$ cat src/rrsp_pkg.sv
`timescale 1ns / 1ps
// ----------------------------------------------------------------------------
// rrsp_pkg
// Shared types and constants for the raster row six-bit packer.
// ----------------------------------------------------------------------------
package rrsp_pkg;

    // Character codes on the printer link
    localparam logic [7:0] CHAR_ESC       = 8'h1B;
    localparam logic [7:0] CHAR_GFX       = 8'h67;  // 'g'
    localparam logic [7:0] CHAR_TERM      = 8'h20;
    localparam logic [7:0] CHAR_TERM_LAST = 8'h28;
    localparam logic [1:0] CHAR_OFFSET    = 2'b01;  // 0x40 over a six-bit field

    // Data characters in a full row
    localparam logic [6:0] FULL_ROW_CHARS = 7'd64;

    // Results caused by one byte, at most
    localparam int unsigned MAX_RESULTS = 4;

    // Configuration register indexes
    localparam logic [1:0] REG_ROW_BYTES = 2'd0;
    localparam logic [1:0] REG_ROW_COUNT = 2'd1;

    // Position of a byte within its three-byte group
    typedef enum logic [1:0] {
        PH_FIRST  = 2'd0,
        PH_SECOND = 2'd1,
        PH_THIRD  = 2'd2
    } t_phase;

    // Row tracking state
    typedef struct packed {
        logic [15:0] row_index;
        logic [7:0]  byte_in_row;
        t_phase      phase;
        logic [7:0]  held_byte;
        logic [6:0]  chars_in_row;
    } t_row_state;

    // Characters produced by one byte
    typedef struct packed {
        logic [2:0]       count;
        logic [3:0][7:0]  chars;
        logic [3:0]       ends;
    } t_pack_result;

endpackage

$ cat src/rrsp_char_gen.sv
`timescale 1ns / 1ps
// ----------------------------------------------------------------------------
// rrsp_char_gen
// Turns one bitmap byte and the row state into its list of link characters
// and the row state that follows.
// ----------------------------------------------------------------------------
module rrsp_char_gen #(
    parameter int MAX_ROW_BYTES = 48
) (
    input  rrsp_pkg::t_row_state   i_state,
    input  logic [7:0]             i_row_bytes,
    input  logic [15:0]            i_row_count,
    input  logic [7:0]             i_pixel_byte,
    output rrsp_pkg::t_pack_result o_result,
    output rrsp_pkg::t_row_state   o_state
);

    logic       last_row;
    logic       row_done;
    logic       header;
    logic       in_range;
    logic [1:0] data_n;
    logic [5:0] six0;
    logic [5:0] six1;
    logic [7:0] held_nxt;
    logic [6:0] chars_after;
    logic       full_mark;
    logic       term;
    logic [2:0] cnt;

    // Row and image boundaries
    assign last_row = ({1'b0, i_state.row_index} + 17'd1) >= {1'b0, i_row_count};
    assign row_done = ({1'b0, i_state.byte_in_row} + 9'd1) >= {1'b0, i_row_bytes};
    assign header   = (i_state.row_index == 16'd0) && (i_state.byte_in_row == 8'd0);
    assign in_range = i_state.byte_in_row < 8'(MAX_ROW_BYTES);

    // Split the byte into six-bit fields by its place in the group
    always_comb begin
        six0     = 6'd0;
        six1     = 6'd0;
        held_nxt = i_state.held_byte;
        data_n   = 2'd0;
        if (in_range) begin
            unique case (i_state.phase)
                rrsp_pkg::PH_FIRST: begin
                    six0     = i_pixel_byte[7:2];
                    held_nxt = {6'd0, i_pixel_byte[1:0]};
                    data_n   = 2'd1;
                end
                rrsp_pkg::PH_SECOND: begin
                    six0     = {i_state.held_byte[1:0], i_pixel_byte[7:4]};
                    held_nxt = {4'd0, i_pixel_byte[3:0]};
                    data_n   = 2'd1;
                end
                rrsp_pkg::PH_THIRD: begin
                    six0     = {i_state.held_byte[3:0], i_pixel_byte[7:6]};
                    six1     = i_pixel_byte[5:0];
                    held_nxt = 8'd0;
                    data_n   = 2'd2;
                end
                default: begin
                    data_n = 2'd0;
                end
            endcase
        end
    end

    // Full-row mark and terminator decision
    assign chars_after = i_state.chars_in_row + {5'd0, data_n};
    assign full_mark   = !last_row && (i_state.chars_in_row < rrsp_pkg::FULL_ROW_CHARS)
                         && (chars_after >= rrsp_pkg::FULL_ROW_CHARS);
    assign term        = row_done
                         && ((chars_after < rrsp_pkg::FULL_ROW_CHARS) || last_row);

    // Build the character list in link order
    always_comb begin
        o_result = '0;
        cnt      = 3'd0;
        if (header) begin
            o_result.chars[cnt[1:0]] = rrsp_pkg::CHAR_ESC;
            cnt                      = cnt + 3'd1;
            o_result.chars[cnt[1:0]] = rrsp_pkg::CHAR_GFX;
            cnt                      = cnt + 3'd1;
        end
        if (data_n != 2'd0) begin
            o_result.chars[cnt[1:0]] = {rrsp_pkg::CHAR_OFFSET, six0};
            o_result.ends[cnt[1:0]]  = full_mark && (data_n == 2'd1);
            cnt                      = cnt + 3'd1;
        end
        if (data_n == 2'd2) begin
            o_result.chars[cnt[1:0]] = {rrsp_pkg::CHAR_OFFSET, six1};
            o_result.ends[cnt[1:0]]  = full_mark;
            cnt                      = cnt + 3'd1;
        end
        if (term) begin
            o_result.chars[cnt[1:0]] = last_row ? rrsp_pkg::CHAR_TERM_LAST
                                                : rrsp_pkg::CHAR_TERM;
            o_result.ends[cnt[1:0]]  = 1'b1;
            cnt                      = cnt + 3'd1;
        end
        o_result.count = cnt;
    end

    // Advance the row state
    always_comb begin
        o_state = i_state;
        if (row_done) begin
            o_state.byte_in_row  = 8'd0;
            o_state.phase        = rrsp_pkg::PH_FIRST;
            o_state.chars_in_row = 7'd0;
            o_state.held_byte    = 8'd0;
            o_state.row_index    = last_row ? 16'd0 : i_state.row_index + 16'd1;
        end else begin
            o_state.byte_in_row  = i_state.byte_in_row + 8'd1;
            o_state.chars_in_row = chars_after;
            o_state.held_byte    = held_nxt;
            unique case (i_state.phase)
                rrsp_pkg::PH_FIRST:  o_state.phase = rrsp_pkg::PH_SECOND;
                rrsp_pkg::PH_SECOND: o_state.phase = rrsp_pkg::PH_THIRD;
                default:             o_state.phase = rrsp_pkg::PH_FIRST;
            endcase
        end
    end

endmodule

$ cat src/raster_row_six_bit_packer.sv
`timescale 1ns / 1ps
// ----------------------------------------------------------------------------
// raster_row_six_bit_packer
// Packs bitmap bytes into 0x40-offset six-bit printer characters, with the
// graphics escape at image start and a terminator ending short or last rows.
//
//   channel   direction  handshake                    payload
//   pixel     in         i_valid / o_ready            i_pixel_byte
//   result    out        o_valid / i_ready            o_out_char, o_row_end,
//                                                     o_last_of_run
//   config    in         i_cfg_valid / o_cfg_ready    i_cfg_index, i_cfg_data
//
// A byte is taken with its zero to four characters into the result queue,
// which they leave one per cycle unless the output stalls. The next byte
// is taken in the cycle that its predecessor's last character transfers.
// Output stalls hold the queue and block input while any character waits
// untaken, the final one included. Reset is synchronous, restores the
// register defaults and starts a new image.
// ----------------------------------------------------------------------------
module raster_row_six_bit_packer #(
    parameter int MAX_ROW_BYTES = 48
) (
    input  logic        i_clk,
    input  logic        i_rst_n,
    input  logic        i_valid,
    output logic        o_ready,
    input  logic [7:0]  i_pixel_byte,
    output logic        o_valid,
    input  logic        i_ready,
    output logic [7:0]  o_out_char,
    output logic        o_row_end,
    output logic        o_last_of_run,
    input  logic        i_cfg_valid,
    output logic        o_cfg_ready,
    input  logic [1:0]  i_cfg_index,
    input  logic [15:0] i_cfg_data
);

    logic [7:0]             r_row_bytes;
    logic [15:0]            r_row_count;
    rrsp_pkg::t_row_state   r_state;
    rrsp_pkg::t_row_state   n_state;
    rrsp_pkg::t_pack_result gen_result;
    logic [3:0][7:0]        r_chars;
    logic [3:0]             r_ends;
    logic [2:0]             r_cnt;
    logic                   in_xfer;
    logic                   out_xfer;

    // Character generation for the byte on the port
    rrsp_char_gen #(
        .MAX_ROW_BYTES(MAX_ROW_BYTES)
    ) u_char_gen (
        .i_state     (r_state),
        .i_row_bytes (r_row_bytes),
        .i_row_count (r_row_count),
        .i_pixel_byte(i_pixel_byte),
        .o_result    (gen_result),
        .o_state     (n_state)
    );

    // Handshakes
    assign o_cfg_ready = 1'b1;
    assign o_ready     = (r_cnt == 3'd0) || ((r_cnt == 3'd1) && i_ready);
    assign in_xfer     = i_valid && o_ready;
    assign out_xfer    = o_valid && i_ready;

    // Result queue head
    assign o_valid       = r_cnt != 3'd0;
    assign o_out_char    = r_chars[0];
    assign o_row_end     = r_ends[0];
    assign o_last_of_run = r_cnt == 3'd1;

    // Configuration registers
    always_ff @(posedge i_clk) begin
        if (!i_rst_n) begin
            r_row_bytes <= 8'd48;
            r_row_count <= 16'd1;
        end else if (i_cfg_valid && o_cfg_ready) begin
            if (i_cfg_index == rrsp_pkg::REG_ROW_BYTES) begin
                r_row_bytes <= i_cfg_data[7:0];
            end else if (i_cfg_index == rrsp_pkg::REG_ROW_COUNT) begin
                r_row_count <= i_cfg_data;
            end
        end
    end

    // Row state: advance on each byte transfer
    always_ff @(posedge i_clk) begin
        if (!i_rst_n) begin
            r_state <= '0;
        end else if (in_xfer) begin
            r_state <= n_state;
        end
    end

    // Result queue: load a byte's characters, or drop the head on transfer
    always_ff @(posedge i_clk) begin
        if (!i_rst_n) begin
            r_cnt <= 3'd0;
        end else if (in_xfer) begin
            r_cnt <= gen_result.count;
        end else if (out_xfer) begin
            r_cnt <= r_cnt - 3'd1;
        end
    end

    always_ff @(posedge i_clk) begin
        if (in_xfer) begin
            r_chars <= gen_result.chars;
            r_ends  <= gen_result.ends;
        end else if (out_xfer) begin
            r_chars <= {8'd0, r_chars[3:1]};
            r_ends  <= {1'b0, r_ends[3:1]};
        end
    end

    // Checks
    a_queue_bound: assert property (@(posedge i_clk) disable iff (!i_rst_n)
        r_cnt <= 3'(rrsp_pkg::MAX_RESULTS))
        else $error("result queue holds more than one byte's characters");

    a_no_take_while_busy: assert property (@(posedge i_clk) disable iff (!i_rst_n)
        (r_cnt > 3'd1) |-> !o_ready)
        else $error("byte taken while earlier characters wait");

    a_row_end_closes_run: assert property (@(posedge i_clk) disable iff (!i_rst_n)
        (o_valid && o_row_end) |-> o_last_of_run)
        else $error("row end marked before the byte's final character");

    a_chars_bound: assert property (@(posedge i_clk) disable iff (!i_rst_n)
        r_state.chars_in_row <= rrsp_pkg::FULL_ROW_CHARS)
        else $error("row character count beyond a full row");

endmodule

$ cat config.mk
export PLATFORM = sky130hd
export DESIGN_NAME = raster_row_six_bit_packer
export DESIGN_NICKNAME = d
export VERILOG_FILES = /design/src/rrsp_pkg.sv /design/src/rrsp_char_gen.sv /design/src/raster_row_six_bit_packer.sv
export SDC_FILE = /design/constraint.sdc
export NUM_CORES = 1
export LEC_CHECK = 0
export BUFFER_PORTS_ARGS = -buffer_cell sky130_fd_sc_hd__buf_2
export CELL_PAD_IN_SITES_DETAIL_PLACEMENT = 1
export CELL_PAD_IN_SITES_GLOBAL_PLACEMENT = 1
export CORE_ASPECT_RATIO = 0.7
export CORE_MARGIN = 2
export CORE_UTILIZATION = 41
export DETAILED_ROUTE_END_ITERATION = 10
export PLACE_DENSITY_LB_ADDON = 0.12
export SYNTH_ARGS = -nofsm -noshare
export SYNTH_HDL_FRONTEND = slang
export SYNTH_SLANG_ARGS = --single-unit
$ cat constraint.sdc
create_clock -name i_clk -period 3.65 [get_ports i_clk]
set_input_delay 0.365 -clock i_clk [delete_from_list [all_inputs] [get_ports i_clk]]
set_output_delay 0.365 -clock i_clk [all_outputs]
set_load 0.03 [all_outputs]
# Word-level counts from Yosys, hierarchy flattened
# Cells that the tools add are included.
# totals
register_bits,100
inputBits,31
# classes
addsub,9
order_cmp,12
eq_ne,6
n_mux,42
bitwise_logic,3
n_reduce_logical,29
# op_table
op,n
36-bit two-way mux,3
32-bit bitwise mux,3
32-bit two-way mux,2
8-bit demux with 2-bit select,3
8-bit two-way mux,4
25-bit two-way mux,1
8-bit one-hot mux with 3 select lines,1
6-bit two-way mux,3
6-bit one-hot mux with 3 select lines,1
"16-bit by 1-bit adder with 17-bit output, second input constant",1
17-bit by 16-bit greater-or-equal comparator with 1-bit output,1
"16-bit by 1-bit adder with 16-bit output, second input constant",1
16-bit zero test,1
16-bit two-way mux,1
15-bit two-way mux,1
3-bit two-way mux,5
"7-bit < comparator, second input constant",2
4-bit two-way mux,3
1-bit logical AND,11
"8-bit by 1-bit adder with 9-bit output, second input constant",1
9-bit by 8-bit greater-or-equal comparator with 1-bit output,1
"2-bit by 3-bit < comparator with 1-bit output, second input constant",3
"8-bit by 1-bit adder with 8-bit output, second input constant",1
8-bit zero test,1
other kinds (28),46

# Logic depth before layout (Yosys ltp)
# depth
word_depth,15
ltp_mapped,15
mapped_depth_nobuf,14

# Cells and area by module
# A second synthesis with hierarchy kept.
# hier_totals
hier_cells,877
area_unflattened_um2,6971.7
# by_module_without_submodules
mod,instances,cells_each,area_each_um2,seq_area_each_um2
raster_row_six_bit_packer,1,451,4240.3,2442.3
rrsp_char_gen,1,426,2731.4,0.0

# Worst setup path before layout
# Ideal clock, no wire load.
# synth_path
path_kind,reg2reg
startpoint,register r_state[16] (netlist bit)
endpoint,register r_chars[11] (netlist bit) (data pin)
setup_ns,0.261
t_arrival_ns,3.275
required_time_ns,3.389
setup_slack_ns,0.114
path_stages_with_launch,15
path_buffers,2
cell_sequence,dfxtp_1 inv_1 ha_1 clkbuf_1 o21ai_1 inv_1 ha_1 fa_1 and3_1 nand3_1 xor2_1 a311o_1 o211a_1 buf_6 a221o_1
# synth_via
elab_chain_len,15
# synth_lines
item,line,text
"start, declared",raster_row_six_bit_packer.sv:41,rrsp_pkg::t_row_state r_state;
"start signal, assigned",raster_row_six_bit_packer.sv:93,r_state <= n_state;
2-bit by 1-bit == test with 1-bit output / 2-bit zero test (equally long branches),rrsp_char_gen.sv:44,unique case (i_state.phase)
2-bit OR reduction (no line),n/a,
2-bit one-hot mux with 2 select lines,rrsp_char_gen.sv:44,
2-bit two-way mux,rrsp_char_gen.sv:43,if (in_range) begin
2-bit nonzero test,rrsp_char_gen.sv:85,if (data_n != 2'd0) begin
3-bit two-way mux,rrsp_char_gen.sv:85,
3-bit by 1-bit adder with 3-bit output (tied with other cells),rrsp_char_gen.sv:93,cnt = cnt + 3'd1;
3-bit two-way mux / 1-bit logical AND (equally long branches),"rrsp_char_gen.sv:90, rrsp_char_gen.sv:91",
2-bit by 3-bit < comparator with 1-bit output (implied by the code) (tied with other cells),rrsp_char_gen.sv:96,o_result.chars[cnt[1:0]] = last_row ? rrsp_pkg::CHAR_TERM_LAST
1-bit logical AND (implied by the code) / 8-bit demux with 2-bit select (equally long branches),n/a,
8-bit two-way mux / 32-bit bitwise mux (equally long branches),"rrsp_char_gen.sv:96, rrsp_char_gen.sv:91",
8-bit demux with 2-bit select / 36-bit two-way mux (equally long branches),n/a,
32-bit bitwise mux,rrsp_char_gen.sv:96,
36-bit two-way mux *,rrsp_char_gen.sv:95,if (term) begin
32-bit two-way mux *,raster_row_six_bit_packer.sv:109,if (in_xfer) begin
"end signal, assigned",raster_row_six_bit_packer.sv:110,r_chars <= gen_result.chars;
"end signal, assigned",raster_row_six_bit_packer.sv:113,"r_chars <= {8'd0, r_chars[3:1]};"
"end, declared",raster_row_six_bit_packer.sv:44,logic [3:0][7:0] r_chars;
# Mark *: on every way between the ends. The rest lies on a longest branch, timed or not.
# A chain may end at the register's enable or synchronous reset.

# Worst setup path after layout
# layout_path
startpoint,register r_state[26] (netlist bit)
endpoint,register r_cnt[2]
# layout_via
elab_chain_len,10
# layout_lines
item,line,text
16-bit zero test,rrsp_char_gen.sv:34,assign header = (i_state.row_index == 16'd0) && (i_state.byte_in_row == 8'd0);
1-bit logical AND,rrsp_char_gen.sv:34,
2-bit two-way mux,rrsp_char_gen.sv:79,if (header) begin
2-bit by 1-bit adder with 3-bit output,rrsp_char_gen.sv:88,cnt = cnt + 3'd1;
3-bit two-way mux,rrsp_char_gen.sv:85,
3-bit by 1-bit adder with 3-bit output,rrsp_char_gen.sv:93,
3-bit two-way mux,rrsp_char_gen.sv:90,if (data_n == 2'd2) begin
3-bit by 1-bit adder with 3-bit output,rrsp_char_gen.sv:99,cnt = cnt + 3'd1;
3-bit two-way mux *,rrsp_char_gen.sv:95,
3-bit two-way mux *,raster_row_six_bit_packer.sv:101,end else if (in_xfer) begin
"end signal, assigned",raster_row_six_bit_packer.sv:102,r_cnt <= gen_result.count;
"end signal, assigned",raster_row_six_bit_packer.sv:104,r_cnt <= r_cnt - 3'd1;
"end, declared",raster_row_six_bit_packer.sv:46,logic [2:0] r_cnt;
# Marked as above.

==> flow_summary.json <==
{
  "status": "finished clean",
  "setup_viol": 0,
  "path_delay_family": "simple AND/OR/NAND/NOR gates",
  "netlist_top_cells_area": "dfxtp_1, edfxtp_1, ha_1",
  "diodes": 0,
  "slew_violations": 0,
  "cts.sinks": 96,
  "viasPerCell": 5.397,
  "crit_buf_inv": 3,
  "clock_skew_ps": 9.923,
  "vdd_drop_max_v": 0.0002833,
  "row_count": 36,
  "grt-ovfl-total": 0,
  "max_stage_delay_ps": 530,
  "tightestPinTransition_ps": 850.4,
  "hpwl_microns": 12590,
  "gp_congestion": 0.8471,
  "final_antenna_net_count": 0,
  "synth_edf_count": 32,
  "synth.top_cells.by_count": "nand2_1, a21oi_1, dfxtp_1, nor2_1, ha_1",
  "syn_inst": 694,
  "nFillCells": 1710,
  "cts_buffers": 9,
  "synth_ff_type": "dfxtp_1",
  "instances_no_fill": 934,
  "h-tree-depth": 3,
  "fin_nets": 818,
  "ys_ff_latch": 96,
  "core_area_sq_um": 13780,
  "dr.pass1.iters": 5,
  "crit_type": "reg2reg",
  "cts-root-buf": "clkbuf_16",
  "yosys.area.top_type": "dfxtp_1",
  "synthArstFlopShare_pct": 0,
  "setup_slack_ps": 138.6,
  "synth_fp_nets": 773,
  "pin_count": 44,
  "crit_required_ps": 3940,
  "drt_iter0_markers": 309,
  "dp_slack_ps": 27.88,
  "antenna_found_initial": 0,
  "synth.distinct_cells": 67,
  "clk_pin_slew_ps": 70,
  "routed_wl_microns": 16480,
  "initial_core_util_pct": 41.69,
  "arrival_ps": 3800,
  "via_count": 5041,
  "post_cts.repair.setup_buffers": 0,
  "yosysSeqAreaShare_pct": 39.02,
  "start_kind": "flip-flop",
  "finalCriticalPeriod_ps": 3511,
  "grt_max_degree": 46,
  "syn_area_per_cell_sq_um": 8.281,
  "cts_hold_buf": 0,
  "grt_pass1_wl_microns": 26900,
  "fmax_mhz": 284.8,
  "crit_path_end_kind": "flip-flop",
  "clock_path_buffers": 2,
  "critPathSlowestCell": "or4_4",
  "relSlewSlack_pct": 43.31,
  "port_buffers": 41,
  "area_delta_synth_final_pct": 14.46,
  "finalCritPeriodShare_pct": 96.20,
  "crit_top_cell": "ha_1",
  "synth_area_sq_um": 5747,
  "cap_violations": 0,
  "hp-class": "in2reg",
  "path_cells": "inv_1, ha_1, nor4bb_2, nand4_1, or4_4, ha_1, nor2_1, a21oi_2, inv_1, ha_1, inv_1, ha_1, or4_1, nand3_1",
  "die_area_sq_um": 15000,
  "clock_latency_ps": 360,
  "grt_usage_pct": 22.93,
  "hold_violations": 0,
  "yosys_warnings": 0,
  "yosysMostFrequentCell": "nand2_1",
  "yosysTopAreaCellShare_pct": 22.29,
  "die_x_microns": 145.5,
  "cts_tree": "built",
  "p_leak_nw": 2.731,
  "drive_above_1_share_pct": 15.73,
  "p_per_area_nw_per_um2": 628.0,
  "place_inst": 918,
  "grt_pass1_vias": 5035,
  "critPathMaxFanout": 7,
  "avgRoutedWirePerCell_microns": 17.64,
  "drcViolationCount": 0,
  "fp.dieH_microns": 103.1
}
-- sequential cells by signal, indices dropped and copies added, names as in the netlist --
register,cells
r_state,37
r_chars,21
r_row_count,16
r_row_bytes,8
o_out_char,7
r_ends,4
r_cnt,3
-- where the power goes --
group	internal [mW]	switching [mW]
Clock	0.522	0.424
Sequential	1.42	0.0943
Combinational	0.557	1.11
-- worst register-to-register path, cell delays in order (launching register included) --
cell      delay [ps]
dfxtp_1          400
inv_1            100
ha_1             160
nor4bb_2         300
nand4_1          210
or4_4            530
ha_1             320
nor2_1           140
a21oi_2           50
inv_1             80
ha_1             210
inv_1             70
ha_1             260
or4_1            530
nand3_1           90
-- per-layer routing --
| metal | track usage, % | vias up | routed length (microns) |
|---|---|---|---|
| li1 | - | 2476 | - |
| met1 | 33.10 | 2474 | 8794 |
| met2 | 35.84 | 78 | 6953 |
| met3 | 4.071 | 13 | 562 |
| met4 | 5.732 | 0 | 168 |
| met5 | 0 | - | 0 |
-- final cells by class --
class | count | area (sq um) | share of cell area [%]
multi-input combinational | 507 | 3142 | 47.76
sequential | 96 | 2245 | 34.13
timing repair buffer | 78 | 483.0 | 7.343
clock buffer | 12 | 267.8 | 4.071
tap | 190 | 237.7 | 3.614
inverter | 47 | 176.4 | 2.682
clock inverter | 4 | 26.28 | 0.3995
-- logic make-up after synthesis --
group                      share of synthesized area [%]
AOI/OAI and AO/OA                                  15.72
xor gates and xnor gates                           5.029
adders and majority gates                          10.58
buffers and inverters                              6.836
DFF                                                39.02
muxes                                             0.7185
other                                             0.1307
and+or+nand+nor                                    21.97
-- metrics by stage --
stage	setup TNS, ps	hold WS [ps]	util, %	cell area, sq um	power [mW]
5_1_grt	-20.25	239.7	47.72	6578	4.418
6_report	0	251.2	47.72	6578	4.131
4_1_cts	0	233.0	47.49	6545	4.149
3_5_place_dp	0	450.8	45.35	6251	3.183
3_3_place_gp	0	440.9	45.35	6251	3.122
2_1_floorplan	0	431.3	-	5747	2.695
-- layout by cell type, fill, tap and decap left out, drive strengths merged, types with 10 or more instances in the layout --
master	count
nand2	117
buf	78
a21oi	72
dfxtp	64
nor2	62
ha	47
inv	47
nand3	42
edfxtp	32
o21ai	27
xnor2	19
xor2	14
clkbuf	12
nand4	10
-- worst paths after layout --
kind / from / end / slack (ps) / cells past startpoint
worst max-delay path: r_state[26] / r_cnt[2] / 140 / 14
worst min register to register: r_row_count[7] / r_row_count[7] / 450 / 2
worst min-delay path: i_cfg_data[13] / r_row_count[13] / 250 / 3
worst max register to register: r_state[26] / r_cnt[2] / 140 / 14
-- what timing repair did --
action | 4_1_cts | 5_1_grt
resized for setup | 0 | 9
setup endpoints to repair | 1 | 49
endpoints found under the hold margin | 0 | 0
cloned | 0 | 0
pin swaps | 2 | 1
No activity file was read; power rests on OpenSTA's default activity.
